## src/design/assert_macros.svh

```systemverilog
// assertion macros for the checked module (cet_back)
// no dependencies
`ifndef ASSERT_MACROS_SVH
`define ASSERT_MACROS_SVH

// condition holds at every rising clock edge out of reset
`define CET_ASSERT(lbl, clk, rst_n, expr) \
	lbl: assert property (@(posedge clk) disable iff (!rst_n) (expr)) \
		else $error("invariant violated");

// same-cycle implication
`define CET_IMPLY(lbl, clk, rst_n, ante, cons) \
	lbl: assert property (@(posedge clk) disable iff (!rst_n) (ante) |-> (cons)) \
		else $error("implication violated");

`endif

```

## src/design/cet_pkg.sv

```systemverilog
// shared types and constants of the centroid edge test unit
// no dependencies
package cet_pkg;

	localparam int unsigned MAX_NEIGHBORS = 64;
	localparam int unsigned ID_W = 16;
	localparam int unsigned POS_W = 32;
	localparam int unsigned EDGE_W = POS_W + 1;
	localparam int unsigned DIFF_W = POS_W + 2;
	localparam int unsigned RED_STEPS = 4;
	localparam int unsigned QDEPTH = 4;
	localparam int unsigned PADDR_W = 3;
	localparam int unsigned PDATA_W = 32;
	localparam logic [POS_W-1:0] BOX_RESET = 32'h0010_0000;
	localparam logic REG_BOX = 1'b0;

	typedef enum logic [1:0] {
		MODE_START = 2'd0,
		MODE_BOND  = 2'd1,
		MODE_CAND  = 2'd2,
		MODE_NONE  = 2'd3
	} mode_t;

	// work item handed from front to back
	typedef struct packed {
		mode_t                     mode;
		logic [ID_W-1:0]           id;
		logic [ID_W-1:0]           center;
		logic signed [DIFF_W-1:0]  dx;
		logic signed [DIFF_W-1:0]  dy;
		logic signed [DIFF_W-1:0]  dz;
	} work_t;

endpackage

```

## src/design/cet_queue.sv

```systemverilog
// short work queue between front and back
// depends on cet_pkg
module cet_queue (
	input  logic            clk,
	input  logic            arst_n,
	input  logic            push_valid,
	output logic            push_ready,
	input  cet_pkg::work_t  push_data,
	output logic            pop_valid,
	input  logic            pop_ready,
	output cet_pkg::work_t  pop_data
);

	localparam int unsigned PTR_W = $clog2(cet_pkg::QDEPTH);
	localparam int unsigned CNT_W = $clog2(cet_pkg::QDEPTH + 1);

	cet_pkg::work_t      slot_q [cet_pkg::QDEPTH];
	logic [PTR_W-1:0]    wr_ptr_q;
	logic [PTR_W-1:0]    rd_ptr_q;
	logic [CNT_W-1:0]    count_q;
	logic                do_push;
	logic                do_pop;

	assign push_ready = (count_q != CNT_W'(cet_pkg::QDEPTH));
	assign pop_valid = (count_q != '0);
	assign pop_data = slot_q[rd_ptr_q];
	assign do_push = push_valid && push_ready;
	assign do_pop = pop_valid && pop_ready;

	// pointers and fill count
	always_ff @(posedge clk or negedge arst_n) begin
		if (!arst_n) begin
			wr_ptr_q <= '0;
			rd_ptr_q <= '0;
			count_q <= '0;
		end else begin
			if (do_push) begin
				wr_ptr_q <= wr_ptr_q + 1'b1;
			end
			if (do_pop) begin
				rd_ptr_q <= rd_ptr_q + 1'b1;
			end
			if (do_push && !do_pop) begin
				count_q <= count_q + 1'b1;
			end else if (do_pop && !do_push) begin
				count_q <= count_q - 1'b1;
			end
		end
	end

	// storage
	always_ff @(posedge clk) begin
		if (do_push) begin
			slot_q[wr_ptr_q] <= push_data;
		end
	end

endmodule

```

## config.mk

```make
export PLATFORM = sky130hd
export DESIGN_NAME = cet_queue
export DESIGN_NICKNAME = d
export VERILOG_FILES = /design/src/design/assert_macros.svh /design/src/design/cet_pkg.sv /design/src/design/cet_queue.sv
export SDC_FILE = /design/constraint.sdc
export NUM_CORES = 1
export LEC_CHECK = 0
export BUFFER_PORTS_ARGS = -buffer_cell sky130_fd_sc_hd__buf_2
export CAP_MARGIN = 20
export CORE_ASPECT_RATIO = 0.6
export CORE_MARGIN = 5
export CORE_UTILIZATION = 51
export CTS_BUF_LIST = sky130_fd_sc_hd__clkbuf_4
export CTS_CLUSTER_DIAMETER = 120
export DETAILED_ROUTE_END_ITERATION = 8
export GPL_ROUTABILITY_DRIVEN = 0
export PLACE_DENSITY = 0.86
export SKIP_LAST_GASP = 1
export SYNTH_ARGS = -nofsm -noshare
export SYNTH_HDL_FRONTEND = slang
export SYNTH_SLANG_ARGS = --single-unit
```

## constraint.sdc

```tcl
create_clock -name clk -period 4.2 [get_ports clk]
set_input_delay 0.63 -clock clk [delete_from_list [all_inputs] [get_ports clk]]
set_output_delay 0.63 -clock clk [all_outputs]
set_load 0.01 [all_outputs]
```

==> metrics <==
outcome finished, final reports clean; initial antenna violation count 4; R2R Path End slot_q[0][20]; Slew headroom 0.417; maximum vdd drop roughly 0.00042 V; area leader, netlist edfxtp_1; layout cells sized above 1 0.467; Hold WC Path Type input port to flop; GRT Util Overall 0.198; Cell Area, Synth 20200 um2; Max clock buf depth 3; row cnt 56; H-tree depth 3; Finish-stage setup viols 0; Post-Layout Cell Count about 1.9k; Clk pin slew, worst setup/hold paths 70 ps; unrepaired setup endpoints after global routing false; Crit Path Max Fanout 48; drt total wl around 43000 um; largest net degree at the start of global routing between 50 and 60; Post-Route Skew approximately 48 ps; Post-Syn Instances around 750; wire length per cell between 20 and 25 um; leak pwr 8.75 nW; CORE AREA 39000 um2; RR Startpoint count_q[1]; Synth top area share 0.811; pre-CTS setup slack roughly 1400 ps; cell area after layout between 20000 and 30000 um2; Ports roughly 280; fin crit share 0.825; CTS tree built; grt total ovfl 0; CTS sink cnt roughly 550; Reg2Reg Setup Slack 1700 ps; dominant cells by area after synthesis edfxtp_1 81%, mux4_2 15%, buf_12 1.1%, dfrtp_1 0.87%, buf_2 0.35%; Mapped Nets between 800 and 900; Area growth syn-to-layout 24.1%; post-synthesis sequential area ratio 0.819; Final Util 0.641; hold path depth 1; crit end category output pin; Hold Fails Final Rpt 0; WS Path Type flop to output pin; DRT antenna net count 0; Clk Latency, worst-skew pair approximately 820 ps; post-CTS resize count 0; die width 267 um; Critical Path AT about 2800 ps; DRC 0; setup ws final roughly 740 ps; DR iter-0 viols roughly 730; Hold Path Origin push_data[7]; syn avg cell area about 27 um2; die area 43700 um2; setup bufs post-CTS 0; Max Cap Viol 0; fin crit period approximately 3500 ps; clock root buffer clkbuf_4; fin. max-slew vios 0; DP Cell Count approximately 1.5k; Yosys warning count 0; TNS Setup 0 ps; detailed placement HPWL 25300 um; count of different cell masters after synthesis 20; Max Fclk approximately 290 MHz; Startpoint Class flop; Hold Path End slot_q[1][7]; dpl cell area around 22000 um2; Detailed Routing Iterations Pass 1 5; first-pass GRT wire length around 65000 um; Vias/cell ~5.3; Chip Height 164 um; nets@finish between 1k and 1.5k; pwr dens about 670 nW/um2; Starting Density 0.516; Num CTS Buffers 119; PortBufs 277; via count roughly 10k; vias in the first global route 10.9k; measured slew at the worst slew-check pin between 800 and 900 ps; Critical Path RT around 3600 ps; Reg2Reg Depth 4; Seq cells post-synth around 550
layer usage:
metal	vias up	part of all wire	wire length [um]	global-route usage
met4	2	0.016	697	0.0547
met5	-	0.00030	13	0
met3	62	0.070	2970	0.0627
met2	347	0.50	21300	0.322
met1	5177	0.42	17700	0.263
li1	4370	-	-	-
registers in the layout, indices dropped and copies added, names as in the netlist:
register	count
count_q	3
wr_ptr_q	2
rd_ptr_q	2
slot_q	544
worst max path at each step:
stage | start | endpoint
after global routing | rd_ptr_q[0] | pop_data[128]
final | rd_ptr_q[1] | pop_data[131]
after floorplan | push_valid | slot_q[0][0]
after global placement | push_valid | slot_q[0][17]
after CTS | rd_ptr_q[0] | pop_data[128]
after detailed placement | push_valid | slot_q[0][45]
worst max-delay path, stage by stage, from the launching register on:
cell     delay, ps
dfrtp_4        920
buf_4          510
mux4_2         420
buf_2          170
synth_stat cells, drive strengths merged:
cell type / number
clkbuf: 1
fa: 1
buf: 30
ha: 5
edfxtp: 544
nand3: 1
nor2: 2
mux2: 2
xnor2: 4
dfrtp: 7
a21boi: 1
and2: 4
nand2: 2
mux4: 136
xor2: 2
or3: 1
inv: 3
power by group:
group | switching, mW | internal (mW) | leakage (nW) | total, mW
Clock | 1.98 | 2.06 | 0.916 | 4.03
Combinational | 2.65 | 2.31 | 2.77 | 4.96
Sequential | 0.431 | 7.26 | 5.06 | 7.69
Total | 5.05 | 11.6 | 8.75 | 16.7
per-stage QoR:
step | power, mW | hold WS, ps
6_report | 16.7 | 114
5_1_grt | 17.6 | -0.711
4_1_cts | 16.9 | 2.75
3_5_place_dp | 12.8 | 490
3_3_place_gp | 12.6 | 485
2_1_floorplan | 11.0 | 334
cell usage in the layout, fill, tap and decap left out:
master	count
bufinv_16	1
inv_2	1
clkinv_2	3
dlygate4sd3_1	136
clkinvlp_4	1
nand2_1	2
buf_2	277
mux4_2	136
diode_2	3
or3_1	1
buf_12	10
fa_1	1
clkinv_1	17
and2_4	4
nor2_1	2
buf_4	8
inv_1	3
clkinv_4	2
clkbuf_4	185
xor2_1	2
xnor2_1	4
edfxtp_1	544
dfrtp_1	5
nand3_1	1
ha_1	5
dfrtp_4	2
a21boi_2	1
mux2_2	2
repair_timing:
action / CTS / global route
hold buffers: 130 / 6
setup endpoints to repair: 0 / 0
hold endpoints to repair: 507 / 19
logic make-up (layout without fill, tap and decap cells):
group | after synthesis | count (layout) | synth area share
compound gates | 1 | 1 | 0.000559
xor+xnor | 6 | 6 | 0.00261
simple gates | 10 | 10 | 0.00255
other cells | 0 | 3 | 0
buf+inv | 34 | 644 | 0.0178
flops | 551 | 551 | 0.819
fa+ha+maj | 6 | 6 | 0.00410
mux | 138 | 138 | 0.153
layout make-up:
class                           instances  area [um2]
Tap cell                              522         653
Multi-Input combinational cell        161        3290
Timing Repair Buffer                  431        3010
Clock inverter                         25         138
Antenna cell                            3        7.51
Inverter                                3        11.3
Fill cell                            2602       14000
Sequential cell                       551       16500
Clock buffer                          185        1390
Power figures use the tool's default switching activity.
