<file path="src/design/assert_macros.svh">
// assertion macros for the checked module (cet_back)
// no dependencies
`ifndef ASSERT_MACROS_SVH
`define ASSERT_MACROS_SVH

// condition holds at every rising clock edge out of reset
`define CET_ASSERT(lbl, clk, rst_n, expr) \
	lbl: assert property (@(posedge clk) disable iff (!rst_n) (expr)) \
		else $error("invariant violated");

// same-cycle implication
`define CET_IMPLY(lbl, clk, rst_n, ante, cons) \
	lbl: assert property (@(posedge clk) disable iff (!rst_n) (ante) |-> (cons)) \
		else $error("implication violated");

`endif

</file>
<file path="src/design/cet_pkg.sv">
// shared types and constants of the centroid edge test unit
// no dependencies
package cet_pkg;

	localparam int unsigned MAX_NEIGHBORS = 64;
	localparam int unsigned ID_W = 16;
	localparam int unsigned POS_W = 32;
	localparam int unsigned EDGE_W = POS_W + 1;
	localparam int unsigned DIFF_W = POS_W + 2;
	localparam int unsigned RED_STEPS = 4;
	localparam int unsigned QDEPTH = 4;
	localparam int unsigned PADDR_W = 3;
	localparam int unsigned PDATA_W = 32;
	localparam logic [POS_W-1:0] BOX_RESET = 32'h0010_0000;
	localparam logic REG_BOX = 1'b0;

	typedef enum logic [1:0] {
		MODE_START = 2'd0,
		MODE_BOND  = 2'd1,
		MODE_CAND  = 2'd2,
		MODE_NONE  = 2'd3
	} mode_t;

	// work item handed from front to back
	typedef struct packed {
		mode_t                     mode;
		logic [ID_W-1:0]           id;
		logic [ID_W-1:0]           center;
		logic signed [DIFF_W-1:0]  dx;
		logic signed [DIFF_W-1:0]  dy;
		logic signed [DIFF_W-1:0]  dz;
	} work_t;

endpackage

</file>
<file path="src/design/cet_if.sv">


interface cet_out_if;
	logic                        valid;
	logic                        ready;
	logic                        add_edge;
	logic [cet_pkg::ID_W-1:0]    center_id;
	logic [cet_pkg::ID_W-1:0]    partner_id;
	logic                        overflowed;
	modport source (output valid, add_edge, center_id, partner_id, overflowed, input ready);
	modport sink (input valid, add_edge, center_id, partner_id, overflowed, output ready);
endinterface

</file>
<file path="src/design/cet_back.sv">
// back end: neighbor sum, count and the division-free centroid test
// depends on cet_pkg, cet_out_if and assert_macros.svh
`include "assert_macros.svh"
module cet_back #(
	parameter int unsigned MAX_NEIGHBORS = cet_pkg::MAX_NEIGHBORS
) (
	input  logic            clk,
	input  logic            arst_n,
	input  logic            pop_valid,
	output logic            pop_ready,
	input  cet_pkg::work_t  pop_data,
	cet_out_if.source       results
);

	localparam int unsigned CNT_W = $clog2(MAX_NEIGHBORS + 1);
	localparam int unsigned NW = $clog2(MAX_NEIGHBORS + 2);
	localparam int unsigned SW = cet_pkg::DIFF_W + CNT_W;
	localparam int unsigned CW = SW + 1;
	localparam int unsigned PW = CW + NW;
	localparam int unsigned AW = 2 * PW + 2;

	typedef enum logic [6:0] {
		BS_IDLE  = 7'b0000001,
		BS_EXEC  = 7'b0000010,
		BS_SCALE = 7'b0000100,
		BS_MUL   = 7'b0001000,
		BS_ACC   = 7'b0010000,
		BS_CMP   = 7'b0100000,
		BS_DONE  = 7'b1000000
	} bstate_t;

	bstate_t                state_q;
	cet_pkg::work_t         job_q;
	logic signed [SW-1:0]   sum_q [3];
	logic [CNT_W-1:0]       cnt_q;
	logic                   drop_q;
	logic                   edge_q;
	logic [2:0]             vec_q;
	logic [1:0]             pp_q;
	logic [PW-1:0]          scaled_q;
	logic [63:0]            prod_q;
	logic [AW-1:0]          lhs_q;
	logic [AW-1:0]          rhs_q;
	logic                   out_valid_q;
	logic                   out_edge_q;
	logic [cet_pkg::ID_W-1:0] out_center_q;
	logic [cet_pkg::ID_W-1:0] out_partner_q;
	logic                   out_ovf_q;

	logic signed [CW-1:0]   sel_vec;
	logic [CW-1:0]          sel_mag;
	logic [NW-1:0]          factor;
	logic [31:0]            op_a;
	logic [31:0]            op_b;
	logic [31:0]            lo_part;
	logic [31:0]            hi_part;
	logic [AW-1:0]          addend;
	logic                   out_load;

	assign pop_ready = (state_q == BS_IDLE);
	assign out_load = (state_q == BS_DONE) && (!out_valid_q || results.ready);

	// pick the vector component and its count factor
	always_comb begin
		case (vec_q)
			3'd0: sel_vec = CW'(sum_q[0]) + CW'(job_q.dx);
			3'd1: sel_vec = CW'(sum_q[1]) + CW'(job_q.dy);
			3'd2: sel_vec = CW'(sum_q[2]) + CW'(job_q.dz);
			3'd3: sel_vec = CW'(sum_q[0]);
			3'd4: sel_vec = CW'(sum_q[1]);
			default: sel_vec = CW'(sum_q[2]);
		endcase
		sel_mag = sel_vec[CW-1] ? CW'(-sel_vec) : CW'(sel_vec);
		factor = (vec_q < 3'd3) ? NW'(cnt_q) : (NW'(cnt_q) + 1'b1);
	end

	// partial-product operands of the square
	assign lo_part = scaled_q[31:0];
	assign hi_part = 32'(scaled_q[PW-1:32]);
	always_comb begin
		case (pp_q)
			2'd0: begin
				op_a = lo_part;
				op_b = lo_part;
				addend = AW'(prod_q);
			end
			2'd1: begin
				op_a = lo_part;
				op_b = hi_part;
				addend = AW'(prod_q) << 33;
			end
			default: begin
				op_a = hi_part;
				op_b = hi_part;
				addend = AW'(prod_q) << 64;
			end
		endcase
	end

	// sequencer and neighbor state
	always_ff @(posedge clk or negedge arst_n) begin
		if (!arst_n) begin
			state_q <= BS_IDLE;
			sum_q[0] <= '0;
			sum_q[1] <= '0;
			sum_q[2] <= '0;
			cnt_q <= '0;
			drop_q <= 1'b0;
			out_valid_q <= 1'b0;
		end else begin
			if (out_load) begin
				out_valid_q <= 1'b1;
			end else if (results.ready) begin
				out_valid_q <= 1'b0;
			end
			case (state_q)
				BS_IDLE: begin
					if (pop_valid) begin
						state_q <= BS_EXEC;
					end
				end
				BS_EXEC: begin
					case (job_q.mode)
						cet_pkg::MODE_START: begin
							sum_q[0] <= '0;
							sum_q[1] <= '0;
							sum_q[2] <= '0;
							cnt_q <= '0;
							drop_q <= 1'b0;
							state_q <= BS_DONE;
						end
						cet_pkg::MODE_BOND: begin
							if (cnt_q < CNT_W'(MAX_NEIGHBORS)) begin
								sum_q[0] <= sum_q[0] + SW'(job_q.dx);
								sum_q[1] <= sum_q[1] + SW'(job_q.dy);
								sum_q[2] <= sum_q[2] + SW'(job_q.dz);
								cnt_q <= cnt_q + 1'b1;
							end else begin
								drop_q <= 1'b1;
							end
							state_q <= BS_DONE;
						end
						cet_pkg::MODE_CAND: state_q <= BS_SCALE;
						default: state_q <= BS_DONE;
					endcase
				end
				BS_SCALE: state_q <= BS_MUL;
				BS_MUL: state_q <= BS_ACC;
				BS_ACC: begin
					if (pp_q != 2'd2) begin
						state_q <= BS_MUL;
					end else if (vec_q == 3'd5) begin
						state_q <= BS_CMP;
					end else begin
						state_q <= BS_SCALE;
					end
				end
				BS_CMP: state_q <= BS_DONE;
				BS_DONE: begin
					if (out_load) begin
						state_q <= BS_IDLE;
					end
				end
				default: state_q <= BS_IDLE;
			endcase
		end
	end

	// datapath of the magnitude test
	always_ff @(posedge clk) begin
		case (state_q)
			BS_IDLE: begin
				job_q <= pop_data;
			end
			BS_EXEC: begin
				edge_q <= 1'b0;
				vec_q <= '0;
				lhs_q <= '0;
				rhs_q <= '0;
			end
			BS_SCALE: begin
				scaled_q <= PW'(sel_mag) * PW'(factor);
				pp_q <= '0;
			end
			BS_MUL: begin
				prod_q <= op_a * op_b;
			end
			BS_ACC: begin
				if (vec_q < 3'd3) begin
					lhs_q <= lhs_q + addend;
				end else begin
					rhs_q <= rhs_q + addend;
				end
				if (pp_q == 2'd2) begin
					vec_q <= vec_q + 1'b1;
				end
				pp_q <= pp_q + 1'b1;
			end
			BS_CMP: begin
				edge_q <= (lhs_q < rhs_q);
			end
			default: begin
			end
		endcase
		if (out_load) begin
			out_edge_q <= edge_q;
			out_center_q <= job_q.center;
			out_partner_q <= job_q.id;
			out_ovf_q <= drop_q;
		end
	end

	assign results.valid = out_valid_q;
	assign results.add_edge = out_edge_q;
	assign results.center_id = out_center_q;
	assign results.partner_id = out_partner_q;
	assign results.overflowed = out_ovf_q;

	`CET_ASSERT(a_cnt_bound, clk, arst_n, cnt_q <= CNT_W'(MAX_NEIGHBORS))
	`CET_ASSERT(a_drop_full, clk, arst_n, !drop_q || cnt_q == CNT_W'(MAX_NEIGHBORS))
	`CET_IMPLY(a_edge_cand, clk, arst_n, state_q == BS_DONE && job_q.mode != cet_pkg::MODE_CAND, !edge_q)

endmodule

</file>
<file path="src/flat_wrapper.sv">
// flat-port wrapper written by rule: the top's interface ports become plain ports
module cet_back_flat 
#(
	parameter int unsigned MAX_NEIGHBORS = cet_pkg::MAX_NEIGHBORS
)
  (clk, arst_n, pop_valid, pop_ready, pop_data, results_valid, results_add_edge, results_center_id, results_partner_id, results_overflowed, results_ready);
  cet_out_if results_i ();
  input  logic clk;
  input  logic arst_n;
  input  logic pop_valid;
  output logic pop_ready;
  input  cet_pkg::work_t pop_data;
  output wire logic [$bits(results_i.valid)-1:0] results_valid;
  output wire logic [$bits(results_i.add_edge)-1:0] results_add_edge;
  output wire logic [$bits(results_i.center_id)-1:0] results_center_id;
  output wire logic [$bits(results_i.partner_id)-1:0] results_partner_id;
  output wire logic [$bits(results_i.overflowed)-1:0] results_overflowed;
  input wire logic [$bits(results_i.ready)-1:0] results_ready;
  assign results_valid = results_i.valid;
  assign results_add_edge = results_i.add_edge;
  assign results_center_id = results_i.center_id;
  assign results_partner_id = results_i.partner_id;
  assign results_overflowed = results_i.overflowed;
  assign results_i.ready = results_ready;
  cet_back #(.MAX_NEIGHBORS(MAX_NEIGHBORS)) u_core (.clk(clk), .arst_n(arst_n), .pop_valid(pop_valid), .pop_ready(pop_ready), .pop_data(pop_data), .results(results_i));
endmodule
</file>
<file path="config.mk">
export PLATFORM = sky130hd
export DESIGN_NAME = cet_back_flat
export DESIGN_NICKNAME = d
export VERILOG_FILES = /design/src/design/cet_pkg.sv /design/src/design/cet_if.sv /design/src/design/cet_back.sv /design/src/flat_wrapper.sv
export VERILOG_INCLUDE_DIRS = /design/src /design/src/design
export SDC_FILE = /design/constraint.sdc
export NUM_CORES = 2
export LEC_CHECK = 0
export ABC_AREA = 1
export BUFFER_PORTS_ARGS = -buffer_cell sky130_fd_sc_hd__buf_4
export CAP_MARGIN = 15
export CORE_ASPECT_RATIO = 1.5
export CORE_UTILIZATION = 55
export CTS_CLUSTER_SIZE = 40
export DETAILED_ROUTE_END_ITERATION = 8
export HOLD_SLACK_MARGIN = 0.12
export PLACE_DENSITY_LB_ADDON = 0.3
export SLEW_MARGIN = 20
export SYNTH_ARGS = -nofsm -noshare
export SYNTH_HDL_FRONTEND = slang
export SYNTH_SLANG_ARGS = --single-unit
export TNS_END_PERCENT = 1
</file>
<file path="constraint.sdc">
create_clock -name clk -period 9.8 [get_ports clk]
set_input_delay 1.47 -clock clk [delete_from_list [all_inputs] [get_ports clk]]
set_output_delay 1.47 -clock clk [all_outputs]
set_load 0.01 [all_outputs]
</file>
==> impl_metrics.json <==
{
  "regToRegSetupSlack_ns": 0.39,
  "grt_pass1_vias": 94600,
  "yosysWarnings": 0,
  "core_um2": 169900,
  "grtUsageTotal_pct": 47.58,
  "yosysUniqueCellTypes": 65,
  "violations": "design-rule violations",
  "die-area_um2": 173100,
  "setup_ws_ns": 0.3912,
  "hold_class": "flop to flop",
  "cts_resized": 0,
  "r2r_end": "u_core.scaled_q[30]$_DFFE_PP_",
  "dpl.hpwl_um": 336100,
  "required_ns": 10.41,
  "tns_ns": 0,
  "min_path_cells": 0,
  "clkTransAtPathRegs_ns": 0.07,
  "setup.worst_path.class": "flop to flop",
  "synthesis.nets": 14790,
  "peakVddDrop_mv": 1.100,
  "rsz0062_at_grt": "no",
  "end_kind": "flop",
  "seq_area_frac_synth_pct": 19.26,
  "fmax_mhz": 106.3,
  "power_leakage_nw": 52.53,
  "fin_nets": 15000,
  "synthCells": 12790,
  "grt-ovfl-total": 0,
  "drt-initial-drc-count": 9442,
  "port_buffers": 175,
  "finClkSkew_ns": 0.04757,
  "grt_max_degree": 90,
  "maxSlewViolCount": 0,
  "min-delay-start": "u_core.job_q[128]$_DFFE_PP_",
  "worst_r2r_path_depth": 33,
  "synth_area_per_cell_um2": 7.372,
  "max_stage_delay_ns": 0.82,
  "setup-violations-final": 0,
  "cts_buffers": 73,
  "cts-root-buf": "clkbuf_16",
  "drcViolationCount": 1,
  "die_h_um": 509.1,
  "run_status": "finished with violations",
  "min_period_ns": 9.409,
  "utilization_pct": 60.09,
  "worstMarginPinSlew_ns": 1.326,
  "clock_sinks": 628,
  "die_w_um": 340.1,
  "ios": 176,
  "relSlewSlack_pct": 11.58,
  "wl_um": 409000,
  "syn_to_final_growth_pct": 8.275,
  "clock_path_buffers": 3,
  "p_per_area_nw_per_um2": 393.8,
  "ys.flop_type": "edfxtp_1",
  "fillers": 15750,
  "grt_first_pass_wirelength_um": 598000,
  "cts_setup_buffers": 0,
  "vias_per_cell": 5.990,
  "r2r-start": "u_core.job_q[81]$_DFFE_PP_",
  "hold_viol_final": 0,
  "row_count": 185,
  "gp_congestion": 1.124,
  "slowest_stage": "o21ai_0",
  "cp-start-kind": "flop",
  "htree_levels": 3,
  "finalCritPeriodShare_pct": 96.01,
  "synth_area_um2": 94290,
  "synth_seq_cells": 628,
  "dpl_worst_slack_ns": 0.7847,
  "crit_top_cell": "nand2_1",
  "async_reset_ff_share_pct": 22.13,
  "whs_endpoint": "u_core.results.partner_id[10]$_DFFE_PP_",
  "cp_data_arrival_time_ns": 10.02,
  "antenna_found_initial": 31,
  "hold_buffers": 0,
  "clk_latency_ns": 0.79,
  "synth_enable_flop_cells": 489,
  "ant_nets": 0,
  "start_util_pct": 55.50,
  "crit_path_start": "u_core.job_q[81]$_DFFE_PP_",
  "critical_path.max_fanout": 9,
  "dr.pass1.iters": 9,
  "drv_cap": 0,
  "vias": 91760,
  "cts_tree": "yes",
  "drive_gt1_share_pct": 5.247,
  "wl_per_cell_um": 26.70
}
stage by stage:
stage	cell area (µm²)	power, mW	hold slack, ns	std cells
floorplan	94290	24.82	0.4003	12790
global placement	99190	35.73	0.4005	15160
detailed placement	99200	35.97	0.4045	15160
CTS	101800	39.28	0.4117	15290
global route	102100	42.88	0.4145	15310
finish	102100	40.20	0.4119	15320
layout make-up:
type                    instances  area [µm²]  share of cell area, %
multi-input cells            8898       64080                  62.77
flip-flops and latches        628       18160                  17.79
inverters                    2984       11210                  10.98
repair buffers                412        3164                  3.100
well taps                    2244        2808                  2.750
clock buffers                  75        1834                  1.797
clock inverters                59       779.5                 0.7635
diodes                         20       50.05                0.04902
cells in the final DEF, fill, tap and decap left out, types with 401 or more instances in the layout:
cell and instances:
buf_4 401, inv_1 2951, ha_1 759, nand2_1 2675
a21oi_1 861, o21ai_0 547, nand3_1 520, nor2_1 1410
fa_1 1100, edfxtp_1 489
worst max path at each step:
stage / slack, ns / cells after the start / to
after floorplan: 1.00 / 6 / u_core.rhs_q[0]$_SDFFCE_PN0P_
after global placement: 0.74 / 35 / u_core.prod_q[53]$_DFFE_PP_
after detailed placement: 0.78 / 30 / u_core.prod_q[63]$_DFFE_PP_
after CTS: 0.74 / 30 / u_core.prod_q[63]$_DFFE_PP_
after global routing: 0.13 / 40 / u_core.scaled_q[43]$_DFFE_PP_
final: 0.39 / 33 / u_core.scaled_q[30]$_DFFE_PP_
cell families (layout without fill, tap and decap cells):
family | count (synthesis) | after routing | synth area share [%]
fa+ha+maj | 1860 | 1860 | 33.44
compound gates | 1973 | 1973 | 11.61
flops | 628 | 628 | 19.26
buf+inv | 3264 | 3530 | 13.08
other cells | 0 | 20 | 0
simple gates | 4921 | 4921 | 21.17
xor+xnor | 144 | 144 | 1.433
registers in the layout (all words and copies together) (netlist names):
register,flops
u_core.cnt_q,7
u_core.drop_q,1
u_core.results.add_edge,1
u_core.prod_q,64
u_core.vec_q,3
u_core.job_q,136
u_core.lhs_q,100
u_core.results.valid,1
u_core.edge_q,1
u_core.state_q,7
u_core.results.partner_id,16
u_core.results.overflowed,1
u_core.rhs_q,100
u_core.sum_q,123
u_core.pp_q,2
u_core.results.center_id,16
u_core.scaled_q,49
worst max-delay path: cells and delay by family, from the launching register on:
kind / cells / cell delay (ns)
DFF: 1 / 0.45
buffers and inverters: 4 / 0.68
adders and majority gates: 6 / 2.52
xor gates and xnor gates: 1 / 0.30
AOI/OAI and AO/OA: 11 / 3.84
and+or+nand+nor: 11 / 1.42
Yosys cell counts, types with 7 or more instances:
| master | n | area share, % |
|---|---|---|
| clkbuf_1 | 234 | 0.93 |
| nand2_1 | 2677 | 11 |
| nand3b_1 | 37 | 0.29 |
| xnor2_1 | 40 | 0.37 |
| o21ai_0 | 563 | 3.0 |
| a21o_1 | 37 | 0.29 |
| a21oi_1 | 861 | 4.6 |
| nand3_2 | 8 | 0.085 |
| o22ai_1 | 112 | 0.74 |
| nor2_2 | 13 | 0.086 |
| or2_1 | 9 | 0.060 |
| a21boi_0 | 18 | 0.14 |
| inv_2 | 20 | 0.080 |
| nor2_1 | 1415 | 5.6 |
| a211oi_1 | 20 | 0.16 |
| o211ai_1 | 30 | 0.24 |
| xor2_1 | 95 | 0.88 |
| edfxtp_1 | 489 | 16 |
| and3_1 | 7 | 0.046 |
| inv_1 | 2953 | 12 |
| fa_1 | 1100 | 23 |
| o21ai_1 | 33 | 0.18 |
| nand3_1 | 520 | 2.8 |
| o31ai_1 | 12 | 0.096 |
| o21a_1 | 93 | 0.74 |
| o221ai_1 | 15 | 0.14 |
| or2_2 | 8 | 0.053 |
| nand2_2 | 22 | 0.15 |
| nand4_1 | 91 | 0.60 |
| buf_2 | 17 | 0.090 |
| o21bai_1 | 35 | 0.28 |
| dfrtp_1 | 138 | 3.7 |
| nor4_1 | 24 | 0.16 |
| ha_1 | 760 | 10 |
| nor3_1 | 70 | 0.37 |
| clkinv_1 | 10 | 0.040 |
| a31oi_1 | 115 | 0.76 |
| o2111ai_1 | 9 | 0.084 |
| buf_1 | 19 | 0.076 |
metal layers:
layer  up-vias  wire (µm)  GRT usage, %
met2      5621     189100         77.43
met5         -        157             0
met4        26      58070         54.27
met3      2280      37940         13.05
li1      40410          -             -
met1     43420     123700         46.01
power breakdown:
group,switching [mW],internal (mW)
clock network,1.45,1.68
registers,0.588,4.58
logic,21.7,10.2
total,23.8,16.4
Note: power is estimated with default switching activity, not from simulation.
